### src/sha256_pkg.sv
`default_nettype none

package sha256_pkg;

  typedef struct packed {
    logic [7:0] data_byte;
    logic       has_byte;
    logic       last_byte;
  } in_t;

  typedef struct packed {
    logic [31:0] digest_word;
    logic [2:0]  word_index;
    logic        last_word;
  } out_t;

  // index 0 is a, index 7 is h
  typedef logic [7:0][31:0] hvec_t;

  localparam int BlockBytes = 64;
  localparam int LenPos     = 56;
  localparam logic [7:0] PadMark = 8'h80;

  localparam hvec_t HashInit = {
    32'h5be0cd19, 32'h1f83d9ab, 32'h9b05688c, 32'h510e527f,
    32'ha54ff53a, 32'h3c6ef372, 32'hbb67ae85, 32'h6a09e667
  };

  localparam logic [31:0] RoundK [64] = '{
    32'h428a2f98, 32'h71374491, 32'hb5c0fbcf, 32'he9b5dba5,
    32'h3956c25b, 32'h59f111f1, 32'h923f82a4, 32'hab1c5ed5,
    32'hd807aa98, 32'h12835b01, 32'h243185be, 32'h550c7dc3,
    32'h72be5d74, 32'h80deb1fe, 32'h9bdc06a7, 32'hc19bf174,
    32'he49b69c1, 32'hefbe4786, 32'h0fc19dc6, 32'h240ca1cc,
    32'h2de92c6f, 32'h4a7484aa, 32'h5cb0a9dc, 32'h76f988da,
    32'h983e5152, 32'ha831c66d, 32'hb00327c8, 32'hbf597fc7,
    32'hc6e00bf3, 32'hd5a79147, 32'h06ca6351, 32'h14292967,
    32'h27b70a85, 32'h2e1b2138, 32'h4d2c6dfc, 32'h53380d13,
    32'h650a7354, 32'h766a0abb, 32'h81c2c92e, 32'h92722c85,
    32'ha2bfe8a1, 32'ha81a664b, 32'hc24b8b70, 32'hc76c51a3,
    32'hd192e819, 32'hd6990624, 32'hf40e3585, 32'h106aa070,
    32'h19a4c116, 32'h1e376c08, 32'h2748774c, 32'h34b0bcb5,
    32'h391c0cb3, 32'h4ed8aa4a, 32'h5b9cca4f, 32'h682e6ff3,
    32'h748f82ee, 32'h78a5636f, 32'h84c87814, 32'h8cc70208,
    32'h90befffa, 32'ha4506ceb, 32'hbef9a3f7, 32'hc67178f2
  };

  function automatic logic [31:0] bsig0(logic [31:0] x);
    return {x[1:0], x[31:2]} ^ {x[12:0], x[31:13]} ^ {x[21:0], x[31:22]};
  endfunction

  function automatic logic [31:0] bsig1(logic [31:0] x);
    return {x[5:0], x[31:6]} ^ {x[10:0], x[31:11]} ^ {x[24:0], x[31:25]};
  endfunction

  function automatic logic [31:0] ssig0(logic [31:0] x);
    return {x[6:0], x[31:7]} ^ {x[17:0], x[31:18]} ^ {3'b000, x[31:3]};
  endfunction

  function automatic logic [31:0] ssig1(logic [31:0] x);
    return {x[16:0], x[31:17]} ^ {x[18:0], x[31:19]} ^ {10'd0, x[31:10]};
  endfunction

endpackage

`default_nettype wire

### src/sha256_round.sv
`default_nettype none

module sha256_round
  import sha256_pkg::*;
(
  input  wire  hvec_t       v,
  input  wire  logic [31:0] k,
  input  wire  logic [31:0] w,
  output hvec_t             v_out
);

  logic [31:0] ch;
  logic [31:0] maj;
  logic [31:0] t1;
  logic [31:0] t2;

  always_comb begin
    ch  = (v[4] & v[5]) ^ (~v[4] & v[6]);
    maj = (v[0] & v[1]) ^ (v[0] & v[2]) ^ (v[1] & v[2]);
    t1  = v[7] + bsig1(v[4]) + ch + k + w;
    t2  = bsig0(v[0]) + maj;
    v_out[0] = t1 + t2;
    v_out[1] = v[0];
    v_out[2] = v[1];
    v_out[3] = v[2];
    v_out[4] = v[3] + t1;
    v_out[5] = v[4];
    v_out[6] = v[5];
    v_out[7] = v[6];
  end

endmodule

`default_nettype wire

### src/sha256_hash_core.sv
// Channel  Dir  Payload  Handshake             Moves
// in       in   in_t     in_valid / in_ready   one request: byte, byte flag, end flag
// out      out  out_t    out_valid / out_ready one digest word, eight per message
//
// A byte that does not complete a block is just shifted in; a byte completing
// a block triggers 64 rounds on the single round unit and one hash update.
// End of message: padding shifts to the block end, then each padded block
// (one or two) is compressed likewise, then eight output words at one per cycle when out_ready.
// in_ready is high only while idle. Synchronous active-low reset loads the
// initial hash and clears the byte count; no clearing pass.
`default_nettype none

module sha256_hash_core
  import sha256_pkg::*;
(
  input  wire  logic clk,
  input  wire  logic rst_n,
  input  wire  logic in_valid,
  output logic       in_ready,
  input  wire  in_t  in_item,
  output logic       out_valid,
  input  wire  logic out_ready,
  output out_t       out_item
);

  localparam logic [2:0] ST_IDLE = 3'd0;
  localparam logic [2:0] ST_RND  = 3'd1;
  localparam logic [2:0] ST_ADD  = 3'd2;
  localparam logic [2:0] ST_PAD  = 3'd3;
  localparam logic [2:0] ST_OUT  = 3'd4;

  localparam logic [5:0] LastPos = 6'(BlockBytes - 1);
  localparam logic [5:0] LenPos6 = 6'(LenPos);

  logic [2:0]   st_r, st_nxt;
  logic [511:0] blk_r, blk_nxt;
  logic [60:0]  cnt_r, cnt_nxt;
  hvec_t        h_r, h_nxt;
  hvec_t        v_r, v_nxt;
  logic [5:0]   rnd_r, rnd_nxt;
  logic [5:0]   fill_r, fill_nxt;
  logic         first_r, first_nxt;
  logic         lenblk_r, lenblk_nxt;
  logic         pad_r, pad_nxt;
  logic         lastp_r, lastp_nxt;
  logic [2:0]   idx_r, idx_nxt;

  hvec_t        v_rnd;
  logic [31:0]  w_new;
  logic [63:0]  len_bits;
  logic [7:0]   pad_byte;
  logic [5:0]   pos_now;

  sha256_round u_round (
    .v     (v_r),
    .k     (RoundK[rnd_r]),
    .w     (blk_r[511:480]),
    .v_out (v_rnd)
  );

  assign w_new    = ssig1(blk_r[63:32]) + blk_r[223:192] + ssig0(blk_r[479:448])
                  + blk_r[511:480];
  assign len_bits = {cnt_r, 3'b000};

  always_comb begin
    if (first_r) begin
      pad_byte = PadMark;
    end else if (lenblk_r && (fill_r >= LenPos6)) begin
      pad_byte = len_bits[{~fill_r[2:0], 3'b000} +: 8];
    end else begin
      pad_byte = 8'h00;
    end
  end

  assign in_ready              = (st_r == ST_IDLE);
  assign out_valid             = (st_r == ST_OUT);
  assign out_item.digest_word  = h_r[idx_r];
  assign out_item.word_index   = idx_r;
  assign out_item.last_word    = (idx_r == 3'd7);

  always_comb begin
    st_nxt     = st_r;
    blk_nxt    = blk_r;
    cnt_nxt    = cnt_r;
    h_nxt      = h_r;
    v_nxt      = v_r;
    rnd_nxt    = rnd_r;
    fill_nxt   = fill_r;
    first_nxt  = first_r;
    lenblk_nxt = lenblk_r;
    pad_nxt    = pad_r;
    lastp_nxt  = lastp_r;
    idx_nxt    = idx_r;
    pos_now    = cnt_r[5:0];
    unique case (st_r)
      ST_IDLE: begin
        if (in_valid) begin
          if (in_item.has_byte) begin
            blk_nxt = {blk_r[503:0], in_item.data_byte};
            cnt_nxt = cnt_r + 61'd1;
            pos_now = cnt_r[5:0] + 6'd1;
          end
          if (in_item.has_byte && (cnt_r[5:0] == LastPos)) begin
            st_nxt    = ST_RND;
            v_nxt     = h_r;
            rnd_nxt   = '0;
            lastp_nxt = in_item.last_byte;
          end else if (in_item.last_byte) begin
            st_nxt     = ST_PAD;
            pad_nxt    = 1'b1;
            fill_nxt   = pos_now;
            first_nxt  = 1'b1;
            lenblk_nxt = (pos_now < LenPos6);
          end
        end
      end
      ST_PAD: begin
        blk_nxt   = {blk_r[503:0], pad_byte};
        first_nxt = 1'b0;
        fill_nxt  = fill_r + 6'd1;
        if (fill_r == LastPos) begin
          st_nxt  = ST_RND;
          v_nxt   = h_r;
          rnd_nxt = '0;
        end
      end
      ST_RND: begin
        v_nxt   = v_rnd;
        blk_nxt = {blk_r[479:0], w_new};
        rnd_nxt = rnd_r + 6'd1;
        if (rnd_r == LastPos) begin
          st_nxt = ST_ADD;
        end
      end
      ST_ADD: begin
        for (int i = 0; i < 8; i++) begin
          h_nxt[i] = h_r[i] + v_r[i];
        end
        if (pad_r) begin
          if (lenblk_r) begin
            st_nxt  = ST_OUT;
            idx_nxt = '0;
          end else begin
            st_nxt     = ST_PAD;
            fill_nxt   = '0;
            first_nxt  = 1'b0;
            lenblk_nxt = 1'b1;
          end
        end else if (lastp_r) begin
          st_nxt     = ST_PAD;
          pad_nxt    = 1'b1;
          lastp_nxt  = 1'b0;
          fill_nxt   = cnt_r[5:0];
          first_nxt  = 1'b1;
          lenblk_nxt = 1'b1;
        end else begin
          st_nxt = ST_IDLE;
        end
      end
      ST_OUT: begin
        if (out_ready) begin
          idx_nxt = idx_r + 3'd1;
          if (idx_r == 3'd7) begin
            st_nxt  = ST_IDLE;
            h_nxt   = HashInit;
            cnt_nxt = '0;
            pad_nxt = 1'b0;
          end
        end
      end
      default: begin
        st_nxt = ST_IDLE;
      end
    endcase
  end

  always_ff @(posedge clk) begin
    if (!rst_n) begin
      st_r     <= ST_IDLE;
      cnt_r    <= '0;
      h_r      <= HashInit;
      rnd_r    <= '0;
      fill_r   <= '0;
      first_r  <= 1'b0;
      lenblk_r <= 1'b0;
      pad_r    <= 1'b0;
      lastp_r  <= 1'b0;
      idx_r    <= '0;
    end else begin
      st_r     <= st_nxt;
      cnt_r    <= cnt_nxt;
      h_r      <= h_nxt;
      rnd_r    <= rnd_nxt;
      fill_r   <= fill_nxt;
      first_r  <= first_nxt;
      lenblk_r <= lenblk_nxt;
      pad_r    <= pad_nxt;
      lastp_r  <= lastp_nxt;
      idx_r    <= idx_nxt;
    end
  end

  always_ff @(posedge clk) begin
    blk_r <= blk_nxt;
    v_r   <= v_nxt;
  end

endmodule

`default_nettype wire

### config.mk
export PLATFORM = sky130hd
export DESIGN_NAME = sha256_hash_core
export DESIGN_NICKNAME = d
export VERILOG_FILES = /design/src/sha256_pkg.sv /design/src/sha256_round.sv /design/src/sha256_hash_core.sv
export SDC_FILE = /design/constraint.sdc
export NUM_CORES = 2
export LEC_CHECK = 0
export ABC_CLOCK_PERIOD_IN_PS = 25200
export BUFFER_PORTS_ARGS = -buffer_cell sky130_fd_sc_hd__buf_2
export CAP_MARGIN = 40
export CORE_MARGIN = 3
export CORE_UTILIZATION = 28
export CTS_CLUSTER_DIAMETER = 200
export DETAILED_ROUTE_END_ITERATION = 8
export GPL_ROUTABILITY_DRIVEN = 0
export PLACE_DENSITY_LB_ADDON = 0.05
export SETUP_SLACK_MARGIN = 0.3
export SLEW_MARGIN = 20
export SYNTH_ARGS = -nofsm -noshare
export SYNTH_HDL_FRONTEND = slang
export SYNTH_SLANG_ARGS = --single-unit
### constraint.sdc
create_clock -name clk -period 25.2 [get_ports clk]
set_input_delay 1.26 -clock clk [delete_from_list [all_inputs] [get_ports clk]]
set_output_delay 1.26 -clock clk [all_outputs]
set_load 0.02 [all_outputs]
; ---- After elaboration in Yosys (flattened, before gate mapping)
; Memories as Yosys holds them, arrays and structs flattened.
; Cells that the tools add are included.
; Widths: inputs -> output; s select.
[totals]
regBits = 1107
output_inout_bits = 38
mem_bits_ro = 2048
inputBits = 14
wordCells = 187
mem_count = 1
[mem_list]
columns = name, words, width, read_ports, rd_clocked_by_memory_dff, wr, line_no
row1 = (name not given), 64, 32, 1, 0, 0, sha256_hash_core.sv:56  ; .k (RoundK[rnd_r]),
[classes]
add_sub_neg = 23
shifts = 1
n_bitwise = 19
n_eq_ne = 23
magnitude_cmp = 4
n_reduce_logical = 19
mux = 71
[ops]
columns = op, count
row1 = $pmux 512 s3, 1
row2 = $mux 256, 5
row3 = $mux 512, 2
row4 = $pmux 256 s3, 1
row5 = $add 32x32->32, 18
row6 = $pmux 256 s2, 1
row7 = $xor 32x32->32, 9
row8 = $mux 61, 4
row9 = $and 32x32->32, 5
row10 = $pmux 61 s2, 1
row11 = $bmux 32 s3, 1
row12 = $mux 32, 3
row13 = $mux 6, 12
row14 = $shiftx 64x7->8, 1
row15 = $add 61x1->61 const B, 1
row16 = $mux 3, 12
row17 = $pmux 6 s3, 2
row18 = $not 32->32, 1
row19 = $xor 32x22->32, 1
row20 = $xor 32x29->32, 1
row21 = $add 6x1->6 const B, 3
row22 = $eq 6x6->1 const B, 3
row23 = $reduce_and 6->1, 3
row24 = $mux 1, 17
row25 = 27 further kinds, 52

; ---- Longest topological paths before layout
[depth]
depth_word = 9
ltp_mapped = 36
ltp_nobuf = 35

; ---- Modules after synthesis
; From an unflattened synthesis, not the netlist that was laid out.
[hier_totals]
hier_cells = 8746
area_unflattened_um2 = 76742.4
[modules_own_cells]
columns = mod, area_per_inst_um2, n_inst, seq_area_each_um2, cells_per_inst
row1 = sha256_hash_core, 65814.4, 1, 29848.6, 7437
row2 = sha256_round, 10928.0, 1, 0.0, 1309

; ---- Least setup slack after synthesis
; Ideal clock, no wire load.
[synth_path]
kind = input to register
from = input port in_item[1] (netlist name)
to = register blk_r[0] (enable)
setup_ns = 1.398
required_time_ns = 23.802
path_buffers = 1
path_slack_ns = 1.108
t_arrival_ns = 22.694
stages = 3
path_cell_list = buf_2 > a21oi_1 > nor2_1
[synth_between]
elab_chain_cells = 2
[synth_lines]
columns = element, line_no
row1 = from (decl), sha256_hash_core.sv:20  ; input wire in_t in_item,
row2 = $ne 2x1->1 (no line), --
row3 = $reduce_and 3->1 (no line), --
row4 = to (signal assigned), sha256_hash_core.sv:204  ; blk_r <= blk_nxt;
row5 = to (decl), sha256_hash_core.sv:36  ; logic [511:0] blk_r, blk_nxt;
; Every way passes these cells.
; A chain may end at the register's enable or synchronous reset.

==> flow_metrics.tcl <==
set metrics [dict create \
    path_class "reg2reg" \
    cp_slowest_cell "ha_1" \
    first_global_vias 59534 \
    finClkSkew_ns 0.0737 \
    grt_max_degree 148 \
    synth_top_area_share_pct 30.8 \
    end_kind "flip-flop" \
    final_cell_mix "nand2_1 (2334), edfxtp_1 (768), o21ai_0 (460)" \
    holdWs_ns 0.490 \
    cts_resized 0 \
    hold_buffers 0 \
    worstPathRequired_ns 25.82 \
    path_buf_inv 4 \
    post_cts_buffers 0 \
    fp.dieArea_mm2 0.273 \
    routed-wl-met3_um 11000 \
    syn-cell-area_mm2 0.0748 \
    clkLatencyLatePin_ns 0.86 \
    grt_remaining_overflow 0 \
    cts_tree "yes" \
    finalMaxSlewViolations 0 \
    finalNonFillerCells 11860 \
    max_clock_freq_mhz 107 \
    rsz0062_at_grt "false" \
    antenna_found_initial 11 \
    htree_levels 4 \
    syn_area_per_cell_um2 8.97 \
    io_pins 52 \
    hpwl_um 209000 \
    tightest_slew_ns 0.930 \
    ys.flop_type "edfxtp_1" \
    async_reset_ff_share_pct 0 \
    yosysUniqueCellTypes 94 \
    regArea_mm2 0.0299 \
    clockRootBuffer "clkbuf_16" \
    startpoint_type "flip-flop" \
    setup_viol 0 \
    num-fill-cells 27832 \
    ff2ff_path_depth 34 \
    max_cap_violations 0 \
    status "finished clean" \
    wire_per_inst_um 23.9 \
    cts.clk_slew.worst_paths_ns 0.06 \
    fin_nets 8819 \
    die_w_um 523 \
    drtIter0Drc 4541 \
    ant_nets 0 \
    syn_nets 8952 \
    slew_headroom_pct 38.0 \
    synth_edf_count 768 \
    rows 189 \
    cp_slowest_stage_delay_ns 0.81 \
    track_usage_pct 20.4 \
    hp-class "reg2reg" \
    hold_violations 0 \
    dp.cells 11573 \
    routed_wl_um 284000 \
    layout_commonest_cell "nand2_1" \
    worst_ep_arrival_time_ns 9.98 \
    critPathTopFamily "compound AO/OA/AOI/OAI gates" \
    r2r_setup_slack_ns 15.84 \
    critPathMaxFanout 28 \
    die_y_um 523 \
    ys_top_cells_by_area "edfxtp_1 (31%), nand2_1 (12%), dfxtp_1 (9.1%)" \
    post-route-min-period_ns 9.36 \
    route.detailed.drc 0 \
    post-route-period-util_pct 37.2 \
    start_util_pct 28.2 \
    ys_seq_area_share_pct 39.9 \
    cts-buffers-inserted 158 \
    first_pass_iters 7 \
    coreArea_mm2 0.266 \
    drive_above_1_share_pct 7.03 \
    worst-path-stages 34 \
    multi_input_area_mm2 0.0417 \
    ys_ff_latch 1107 \
    yosysWarningCount 0 \
    syn_inst 8341 \
    final_area_mm2 0.0840 \
    wl_met2_um 128000 \
    yosys.area.top_type "edfxtp_1" \
    hold_depth 2 \
    placed_area_mm2 0.0790 \
    vias 59669 \
    clockBufferDepth 4 \
    grt_pass1_wl_um 417000 \
    top_layer_used "met5" \
    numClockSinks 1107 \
    finalSetupTns_ns 0 \
    area_growth_pct 12.3 \
    m1WireLength_um 137000 \
    viasPerCell 5.03 \
    port-buffer-count 51 \
]
## sequential cells by signal, summed over array words and instances (netlist names)
signal and flops:
blk_r 512, cnt_r 61, fill_r 6, first_r 1, h_r 256, idx_r 3, lastp_r 1, lenblk_r 1
pad_r 1, rnd_r 6, st_r 3, v_r 256
## cell type report
type / instances / area share [%]
timing repair buffer: 178 / 1.91
antenna: 2 / 0.00596
tap: 3533 / 5.26
multi-input combinational: 6349 / 49.7
sequential: 1107 / 35.6
inverter: 414 / 1.86
clock buffer: 217 / 5.16
clock inverter: 60 / 0.574
## per-layer routing
layer  vias up  track usage, %
met5         -               0
met4         2            5.60
met3       349            2.23
met2      1268            32.4
met1     29496            29.3
li1      28554               -
## cell usage after synthesis, drive strengths merged, types with 15 or more instances
| library cell | n |
|---|---|
| mux4 | 81 |
| nor2b | 119 |
| buf | 29 |
| nand3 | 89 |
| ha | 400 |
| xnor2 | 376 |
| clkbuf | 442 |
| a21boi | 19 |
| o211ai | 37 |
| a31o | 15 |
| xor2 | 235 |
| a22oi | 67 |
| nand2 | 2338 |
| o21bai | 65 |
| or3 | 52 |
| o21ai | 472 |
| a21oi | 403 |
| mux2 | 64 |
| nand2b | 50 |
| edfxtp | 768 |
| maj3 | 30 |
| mux2i | 22 |
| a21o | 175 |
| o21a | 60 |
| inv | 413 |
| and2 | 31 |
| nor3 | 80 |
| and3 | 46 |
| a211oi | 51 |
| nand4 | 34 |
| o31ai | 34 |
| fa | 197 |
| o22ai | 99 |
| nor2 | 339 |
| dfxtp | 339 |
| a31oi | 48 |
## kinds of logic after synthesis
kind of cell	after synthesis	synth area share (%)
mux	167	3.70
fa+ha+maj	627	12.4
buf+inv	885	4.44
compound gates	1711	14.5
simple gates	3233	17.9
flops	1107	39.9
xor+xnor	611	7.15
## path summary, 6_finish.rpt
| kind | from | to |
|---|---|---|
| worst min register to register | blk_r[365] | blk_r[373] |
| worst max register to register | rnd_r[0] | v_r[29] |
| worst min-delay path | blk_r[365] | blk_r[373] |
| worst max-delay path | rnd_r[0] | v_r[29] |
## per-stage QoR
| stage | setup slack [ns] | utilization (%) |
|---|---|---|
| after floorplan | 1.11 | - |
| after global placement | 15.90 | 29.6 |
| after detailed placement | 15.97 | 29.8 |
| after CTS | 15.90 | 31.6 |
| after global routing | 15.12 | 31.6 |
| final | 15.84 | 31.6 |
## worst min-delay path, delay by kind of cell, from the launching register on
| family | cells | cell delay (ns) |
|---|---|---|
| flip-flops | 1 | 0.34 |
| AND/OR/NAND/NOR | 2 | 0.10 |
Power is not shown: default switching activity piles up to over one toggle a cycle in this logic, so the estimate is an artifact.
